$ cat src/hw/rtl/gsr_div.sv
// ----------------------------------------------------------------------------
// gsr_div
// Iterative signed-by-unsigned divider, one quotient bit per cycle,
// truncating toward zero.
// ----------------------------------------------------------------------------
module gsr_div (
  input  logic               clk,
  input  logic               rst,
  input  logic               start,
  input  logic signed [31:0] dividend,
  input  logic [15:0]        divisor,
  output logic               done,
  output logic [31:0]        quotient
);

  logic        busy;
  logic [4:0]  cnt;
  logic [16:0] rem;
  logic [31:0] quo;
  logic [15:0] dvs;
  logic        neg;
  logic [16:0] shifted;
  logic        fits;

  assign shifted  = {rem[15:0], quo[31]};
  assign fits     = shifted >= {1'b0, dvs};
  assign quotient = neg ? (~quo + 32'd1) : quo;

  always_ff @(posedge clk) begin
    if (rst) begin
      busy <= 1'b0;
      done <= 1'b0;
      cnt  <= '0;
    end else begin
      done <= 1'b0;
      if (start) begin
        busy <= 1'b1;
        cnt  <= '0;
      end else if (busy) begin
        cnt <= cnt + 5'd1;
        if (cnt == 5'd31) begin
          busy <= 1'b0;
          done <= 1'b1;
        end
      end
    end
  end

  always_ff @(posedge clk) begin
    if (start) begin
      rem <= '0;
      // magnitude of the most negative value still fits unsigned
      quo <= dividend[31] ? (~dividend + 32'd1) : dividend;
      dvs <= divisor;
      neg <= dividend[31];
    end else if (busy) begin
      rem <= fits ? (shifted - {1'b0, dvs}) : shifted;
      quo <= {quo[30:0], fits};
    end
  end

endmodule

$ cat config.mk
export PLATFORM = sky130hd
export DESIGN_NAME = gsr_div
export DESIGN_NICKNAME = d
export VERILOG_FILES = /design/src/hw/rtl/gsr_div.sv
export SDC_FILE = /design/constraint.sdc
export NUM_CORES = 1
export LEC_CHECK = 0
export ABC_CLOCK_PERIOD_IN_PS = 5000
export BUFFER_PORTS_ARGS = -buffer_cell sky130_fd_sc_hd__buf_2
export CORE_MARGIN = 1.5
export CORE_UTILIZATION = 40
export DETAILED_ROUTE_END_ITERATION = 6
export PLACE_DENSITY = 0.61
export SYNTH_ARGS = -nofsm -noshare
export SYNTH_HDL_FRONTEND = slang
export SYNTH_SLANG_ARGS = --single-unit
$ cat constraint.sdc
create_clock -name clk -period 5 [get_ports clk]
set_input_delay 1 -clock clk [delete_from_list [all_inputs] [get_ports clk]]
set_output_delay 1 -clock clk [all_outputs]
set_load 0.01 [all_outputs]
==> results.txt, run 1 <==
----------------------------------------------------
[STA]
  Final Worst Setup Slack ... 0.902 ns
  RSZ-0062 raised after global routing ... false
  Post-layout minimum cycle time ... 4.10 ns
  Worst relative slew slack ... 35.9%
  Setup-violating endpoint count in the final report ... 0
  Transition time of the tightest slew-check pin ... 0.957 ns
  Number of hold violations in the final report ... 0
  Sum of negative setup slack ... 0 ns
  Upper clock frequency limit ... 244 MHz
  Post-route fraction of the period consumed by the critical path ... 82.0%
  Count of final max-slew check failures ... 0
  Clock tree skew after final layout ... 0.00732 ns

[CTS]
  Post-CTS Resized ... 0
  Clock Tree Buf Depth ... 2
  Clock tree from TritonCTS ... built
  Number of H-tree branching levels ... 3
  Cts bufs inserted ... 9
  Hold Buf Count CTS ... 0
  Root cell of the clock tree ... sky130_fd_sc_hd__clkbuf_16
  Clock latency on the worst-skew pair ... 0.33 ns
  Clk pin slew, worst setup/hold paths ... 0.06 ns
  Clock net sink count ... 72
  Number of buffers inserted to repair setup after CTS ... 0

[Die]
  I/O pin total ... 84
  Standard-cell rows ... 40
  Die Span X ... 115 um
  Initial cell density of the core ... 41.3%
  Die extent in y ... 115 um
  Core outline area ... 12,100 um^2
  Total Die Area ... 13,200 um^2

[Finish]
  Fillers ... 1,188
  Footprint of the multi-input gates ... 2860 um^2
  Final antenna diode count ... 0
  Final instance area ... 5860 um^2
  Reg area ... 1930 um^2
  Core Util, Final ... 48.4%
  Nets ... 694
  Fraction of final layout cells with drive strength greater than 1 ... 19.5%
  Area Growth Syn to Fin ... 17.1%

[Run]
  Max-Cap Viols ... 0

[Route]
  Wire length reported by the detailed router ... 11,500 um
  Final routed DRC violation total ... 0
  Detailed Routing Iterations Pass 1 ... 4
  Avg Vias per Cell ... 5.38
  Antenna viol nets, final ... 0
  Routed wire per std cell ... 14.5 um
  Routed via count ... 4,275
  Initial DRC Count ... 219

[Synthesis]
  Average cell area after synthesis ... 9.09 um^2
  Flip-flop cell with the highest count after synthesis ... sky130_fd_sc_hd__edfxtp_1
  Flip-flop and latch count after synthesis ... 72
  Post-synthesis cell count ... 551
  Proportion of synthesized chip area in sequential cells ... 38.6%
  Synth area leaders ... sky130_fd_sc_hd__edfxtp_1 (29%), sky130_fd_sc_hd__dfxtp_1 (9.2%), sky130_fd_sc_hd__xnor2_1 (6.3%), sky130_fd_sc_hd__xor2_1 (6.3%), sky130_fd_sc_hd__ha_1 (5.0%)
  Number of warnings reported in the yosys synthesis log ... 0
  EDFF count, synth ... 49
  Yosys top cell area share ... 29.4%
  Mapped cell area ... 5010 um^2
  Synth Net Count ... 623
  Synth unique cells ... 59
  Share of synthesized flip-flops with an asynchronous set or reset ... 0%
  Largest area contributor in the synthesized netlist ... sky130_fd_sc_hd__edfxtp_1

[Critical path]
  Crit path from ... quo[5]
  Worst path required time ... 4.00 ns
  Type of origin of the critical path ... flip-flop
  CP Cell Sequence ... or4_4 -> or4_4 -> or3_4 -> or3_4 -> o41ai_2 -> xnor2_1 -> buf_2
  Arrival time worst endpoint ... 3.10 ns
  WS Path Type ... reg2out
  Setup crit end kind ... output port
  Master of the slowest instance on the critical path ... sky130_fd_sc_hd__or4_4
  Worst path max stage delay ... 0.57 ns
  Crit Reg-Reg Startpoint ... dvs[8]
  Maximum fanout count along the critical path ... 6

[GRT]
  First-pass GRT wire length ... 19,400 um
  GR Overflow Total ... 0
  Global-route total usage across every layer ... 18.3%
  Vias in the first global route ... 4,028
  Antenna violations before repair ... 0
  Maximum number of pins on one net before global-route repair ... 55

[Power]
  Leakage dissipation ... 0.00230 uW
  Worst vdd rail ir drop ... 177 uV
  Total power divided by cell area ... 323 nW/um^2
  Total power ... 1890 uW

[Placed design]
  Post-detailed-placement cell area ... 5560 um^2
  Global placement routability congestion ... 0.856
  Worst slack at placement ... 1.23 ns
  Dpl hpwl ... 8790 um
  Quantity of I/O buffers inserted on ports ... 83

[Worst hold path]
  Worst hold path class ... reg2reg
  Worst hold start ... rem[14]

[Run status]
  Outcome ... completed

----------------------------------------------------
==> state kept, by name, summed over array words and instances, names as in the netlist <==
name,cells
quo,32
done,1
cnt,5
dvs,16
neg,1
busy,1
rem,16
==> cell usage after synthesis (5+ instances only) <==
cell type	instances
sky130_fd_sc_hd__nor2_1	60
sky130_fd_sc_hd__edfxtp_1	49
sky130_fd_sc_hd__a21oi_1	47
sky130_fd_sc_hd__xnor2_1	36
sky130_fd_sc_hd__xor2_1	36
sky130_fd_sc_hd__nand2_1	30
sky130_fd_sc_hd__inv_1	29
sky130_fd_sc_hd__o21ai_0	29
sky130_fd_sc_hd__o31ai_1	24
sky130_fd_sc_hd__dfxtp_1	23
sky130_fd_sc_hd__clkbuf_1	21
sky130_fd_sc_hd__ha_1	20
sky130_fd_sc_hd__nand3_1	14
sky130_fd_sc_hd__mux2i_1	10
sky130_fd_sc_hd__nor3_1	10
sky130_fd_sc_hd__a211oi_1	9
sky130_fd_sc_hd__o41ai_1	8
sky130_fd_sc_hd__or3_1	7
sky130_fd_sc_hd__or4_4	5
==> logic make-up (layout without fill, tap and decap cells) <==
kind of cell	count (synthesis)	after routing	synth area share, %
AO/OA/AOI/OAI	153	153	20.0
XOR/XNOR	72	72	12.6
adder cells (fa/ha/maj)	21	21	5.40
buffers and inverters	57	133	4.37
flip-flops	72	72	38.6
multiplexers	11	11	2.22
AND/OR/NAND/NOR	165	165	16.8
==> where the power goes <==
part / total (uW) / internal [uW] / switching (uW)
clock: 651 / 412 / 240
combinational: 480 / 209 / 271
sequential: 762 / 704 / 58.5
total: 1890 / 1320 / 569
==> placed cells by master, fill, tap and decap left out, types with 20 or more instances in the layout <==
cell / instances
sky130_fd_sc_hd__xor2_1: 36
sky130_fd_sc_hd__a21oi_1: 47
sky130_fd_sc_hd__edfxtp_1: 49
sky130_fd_sc_hd__nor2_1: 60
sky130_fd_sc_hd__ha_1: 20
sky130_fd_sc_hd__xnor2_1: 36
sky130_fd_sc_hd__o31ai_1: 24
sky130_fd_sc_hd__buf_2: 82
sky130_fd_sc_hd__o21ai_0: 29
sky130_fd_sc_hd__nand2_1: 30
sky130_fd_sc_hd__inv_1: 29
sky130_fd_sc_hd__dfxtp_1: 23
==> path summary, 6_finish.rpt <==
check	to	slack (ns)	depth (start not counted)
worst min-delay path	rem[14]	0.50	2
worst max register to register	rem[15]	1.99	9
worst max-delay path	quotient[31]	0.90	7
worst min register to register	rem[14]	0.50	2
==> through the flow <==
step                      hold slack, ns  std cells
final                              0.502        795
after global routing               0.531        795
after CTS                          0.506        795
after detailed placement           0.496        779
after global placement             0.485        779
after floorplan                    0.467        551
==> metal layers <==
metal	vias to the layer above	routed length [um]	global-route usage, %
met1	2025	5360	25.3
met2	84	5600	30.2
met4	0	77	4.20
li1	2160	-	-
met5	-	0	0
met3	6	512	3.00
==> critical path: cells and delay by family, from the launching register on <==
| family | cells | cell delay, ns |
|---|---|---|
| simple gates | 4 | 1.78 |
| xor+xnor | 1 | 0.16 |
| buf+inv | 1 | 0.15 |
| compound gates | 1 | 0.25 |
| flops | 1 | 0.43 |
==> area by class of cell <==
cell class / instances / share of cell area, %
clock inverters: 5 / 0.917
inverters: 30 / 1.92
clock buffers: 11 / 4.31
multi-input cells: 422 / 48.7
repair buffers: 87 / 7.64
flip-flops and latches: 72 / 32.9
well taps: 168 / 3.58
Power figures use the tool's default switching activity.
==> run 2: changes to the inputs <==
ABC_CLOCK_PERIOD_IN_PS = 3400   (was 5000)
PLACE_DENSITY = 0.63   (was 0.61)
clock period = 3.4 ns   (was 5 ns; I/O delays follow)
==> run 2 against run 1 <==
  * Flip-flop and latch count stayed put
  * Wire length rose by 5.4%
  * Global-route usage grew 0.34 points
  * First-iteration DRC count rose by 23%
  * Total power up 53%
  * Clock power grew 55%
  * Critical path depth did not move
  * The run now ends with setup timing left
  * Non-clock buffer count rose by 26
  * Sequential power up 46%
  * Setup slack worse by 1.2 ns
  * Design area up 5.9%
  * Die area is the same
  * Largest cell class unchanged
  * Highest routed layer unchanged
==> results.txt, run 2 (synthesis results as in run 1) <==
----------------------------------------------------
[Finish]
  Most frequent standard cell in the layout excluding fill and tap cells ... sky130_fd_sc_hd__buf_2
  Registers with the highest flip-flop counts ... quo (32), dvs (16), rem (16)
  Fraction of final layout cells with drive strength greater than 1 ... 24.7% (+5.2 points)
  Number of flip-flops under the largest register name ... 32 (unchanged)
  Nets ... 720 (+3.7%)
  Fillers ... 1,147 (-3.5%)
  Reg area ... 1930 um^2 (unchanged)
  Most used cells in the layout excluding fill and tap cells ... sky130_fd_sc_hd__buf_2 (82), sky130_fd_sc_hd__nor2_1 (60), sky130_fd_sc_hd__edfxtp_1 (49)
  Largest reg by FF count ... quo
  Final instance area ... 6210 um^2 (+5.9%)
  Final antenna diode count ... 0 (unchanged)
  Area Growth Syn to Fin ... 24.1%
  Footprint of the multi-input gates ... 2980 um^2 (+4.5%)

[CTS]
  Hold Buf Count CTS ... 0 (unchanged)
  Clock tree from TritonCTS ... built
  Clk pin slew, worst setup/hold paths ... 0.06 ns (about the same)
  Cts bufs inserted ... 9 (unchanged)
  Clock latency on the worst-skew pair ... 0.34 ns (about the same)
  Clock Tree Buf Depth ... 2 (unchanged)
  Clock net sink count ... 72 (unchanged)
  Root cell of the clock tree ... sky130_fd_sc_hd__clkbuf_16
  Number of H-tree branching levels ... 3 (unchanged)

[Route]
  Initial DRC Count ... 269 (+23%)
  Final routed DRC violation total ... 0 (unchanged)
  Wire length reported by the detailed router ... 12,200 um (+5.4%)
  Avg Vias per Cell ... 5.38 (about the same)
  Routed wire per std cell ... 14.8 um (+2.1%)
  Routed via count ... 4,414 (+3.3%)
  Detailed Routing Iterations Pass 1 ... 5 (+1)
  Antenna viol nets, final ... 0 (unchanged)

[Run]
  Max-Cap Viols ... 0 (unchanged)

[Critical path]
  Worst path max stage delay ... 0.55 ns (-0.02 ns)
  Setup crit end kind ... output port
  Maximum fanout count along the critical path ... 3 (-3)
  Arrival time worst endpoint ... 3.01 ns (-0.09 ns)
  WS Path Type ... reg2out
  Master of the slowest instance on the critical path ... sky130_fd_sc_hd__or4_4
  Type of origin of the critical path ... flip-flop
  Worst path required time ... 2.72 ns (-1.28 ns)
  CP Cell Sequence ... or4_4 -> or3_4 -> or4_4 -> or3_4 -> o41ai_4 -> xnor2_1 -> buf_2

[GRT]
  Antenna violations before repair ... 0 (unchanged)
  First-pass GRT wire length ... 19,600 um (+0.92%)
  Global-route total usage across every layer ... 18.6% (+0.34 points)
  Maximum number of pins on one net before global-route repair ... 56 (+1.8%)
  GR Overflow Total ... 0 (unchanged)
  Vias in the first global route ... 4,130 (+2.5%)

[Die]
  Die extent in y ... 115 um (unchanged)
  Standard-cell rows ... 40 (unchanged)
  I/O pin total ... 84 (unchanged)
  Core outline area ... 12,100 um^2 (unchanged)
  Initial cell density of the core ... 41.3% (unchanged)
  Total Die Area ... 13,200 um^2 (unchanged)
  Die Span X ... 115 um (unchanged)

[Placed design]
  Post-detailed-placement cell area ... 5680 um^2 (+2.2%)
  Global placement routability congestion ... 0.909 (+6.3%)
  Dpl hpwl ... 8750 um (-0.52%)
  Quantity of I/O buffers inserted on ports ... 83 (unchanged)

[Power]
  Gate power share ... 26.7% (+1.3 points)
  Switching pwr ... 881 uW (+55%)
  Total power divided by cell area ... 466 nW/um^2 (+44%)
  Worst vdd rail ir drop ... 313 uV (+76%)
  Switching share of total power ... 30.4% (+0.34 points)
  Cell Int Power ... 2020 uW (+52%)
  Part of the power in the clock network ... 35.0% (+0.6 points)
  Part of the total power dissipated in sequential elements ... 38.3% (-2.0 points)
  Leakage dissipation ... 0.00247 uW (+7.4%)

[Run status]
  Violations in the final reports ... setup timing
  Outcome ... complete, but fails checks

[STA]
  Worst relative slew slack ... 61.0% (+25 points)
  RSZ-0062 raised after global routing ... true
  Clock tree skew after final layout ... 0.00550 ns (-0.00182 ns)
  Count of final max-slew check failures ... 0 (unchanged)
  Upper clock frequency limit ... 271 MHz
  Post-route fraction of the period consumed by the critical path ... 108%
  Transition time of the tightest slew-check pin ... 0.585 ns (-0.373 ns)
  Number of hold violations in the final report ... 0 (unchanged)
  Tightest hold margin ... 0.509 ns (+0.00699 ns)
  Final Worst Setup Slack ... -0.286 ns (-1.19 ns)
  Post-layout minimum cycle time ... 3.69 ns
  Setup-violating endpoint count in the final report ... 11 (+11)
  Sum of negative setup slack ... -1.47 ns (-1.47 ns)

[Worst hold path]
  Worst hold path class ... reg2reg

----------------------------------------------------
run 2: final timing paths:
check	startpoint	cells past startpoint	slack, ns	end
worst min register to register	rem[7]	2	0.51	rem[7]
worst min-delay path	rem[7]	2	0.51	rem[7]
worst max register to register	quo[31]	9	0.74	rem[7]
worst max-delay path	quo[16]	7	-0.29	quotient[31]
run 2: repair_timing:
item	in CTS	in global routing
resized for setup	16	10
endpoints found under the hold margin	0	0
pin swaps	10	9
buffers inserted	5	5
setup endpoints to repair	7	12
run 2: cell type report:
class	count	share of cell area, %
clock buffer	9	3.63
timing repair buffer	113	10.5
inverter	30	1.81
multi-input combinational	422	48.0
clock inverter	7	1.51
sequential	72	31.1
tap	168	3.38
run 2: critical path: cells and delay by family, from the launching register on:
family | cells | cell delay [ns]
AND/OR/NAND/NOR | 4 | 1.74
buffers and inverters | 1 | 0.15
AO/OA/AOI/OAI | 1 | 0.24
XOR/XNOR | 1 | 0.15
flip-flops | 1 | 0.39
run 2: power groups by stage:
stage | Sequential (uW) | Clock [uW] | Combinational [uW]
4_1_cts | 1110 | 1030 | 768
3_5_place_dp | 1120 | 0 | 749
5_1_grt | 1120 | 1070 | 855
2_1_floorplan | 1110 | 0 | 503
6_report | 1110 | 1010 | 772
3_3_place_gp | 1120 | 0 | 736
run 2: routing by layer:
layer	GRT usage, %	up-vias	share of wire, %
li1	-	2219	-
met1	24.1	2071	46
met2	31.4	97	48
met3	3.16	27	3.4
met4	7.00	0	2.5
met5	0	-	0
run 2: per-stage QoR:
stage	setup slack (ns)	instances	total power, uW	utilization, %
after CTS	-0.267	816	2910	50.5
final	-0.286	821	2900	51.3
after global placement	0.100	795	1850	46.9
after detailed placement	0.0199	795	1870	46.9
after floorplan	0.193	551	1610	-
after global routing	-0.341	821	3050	51.3
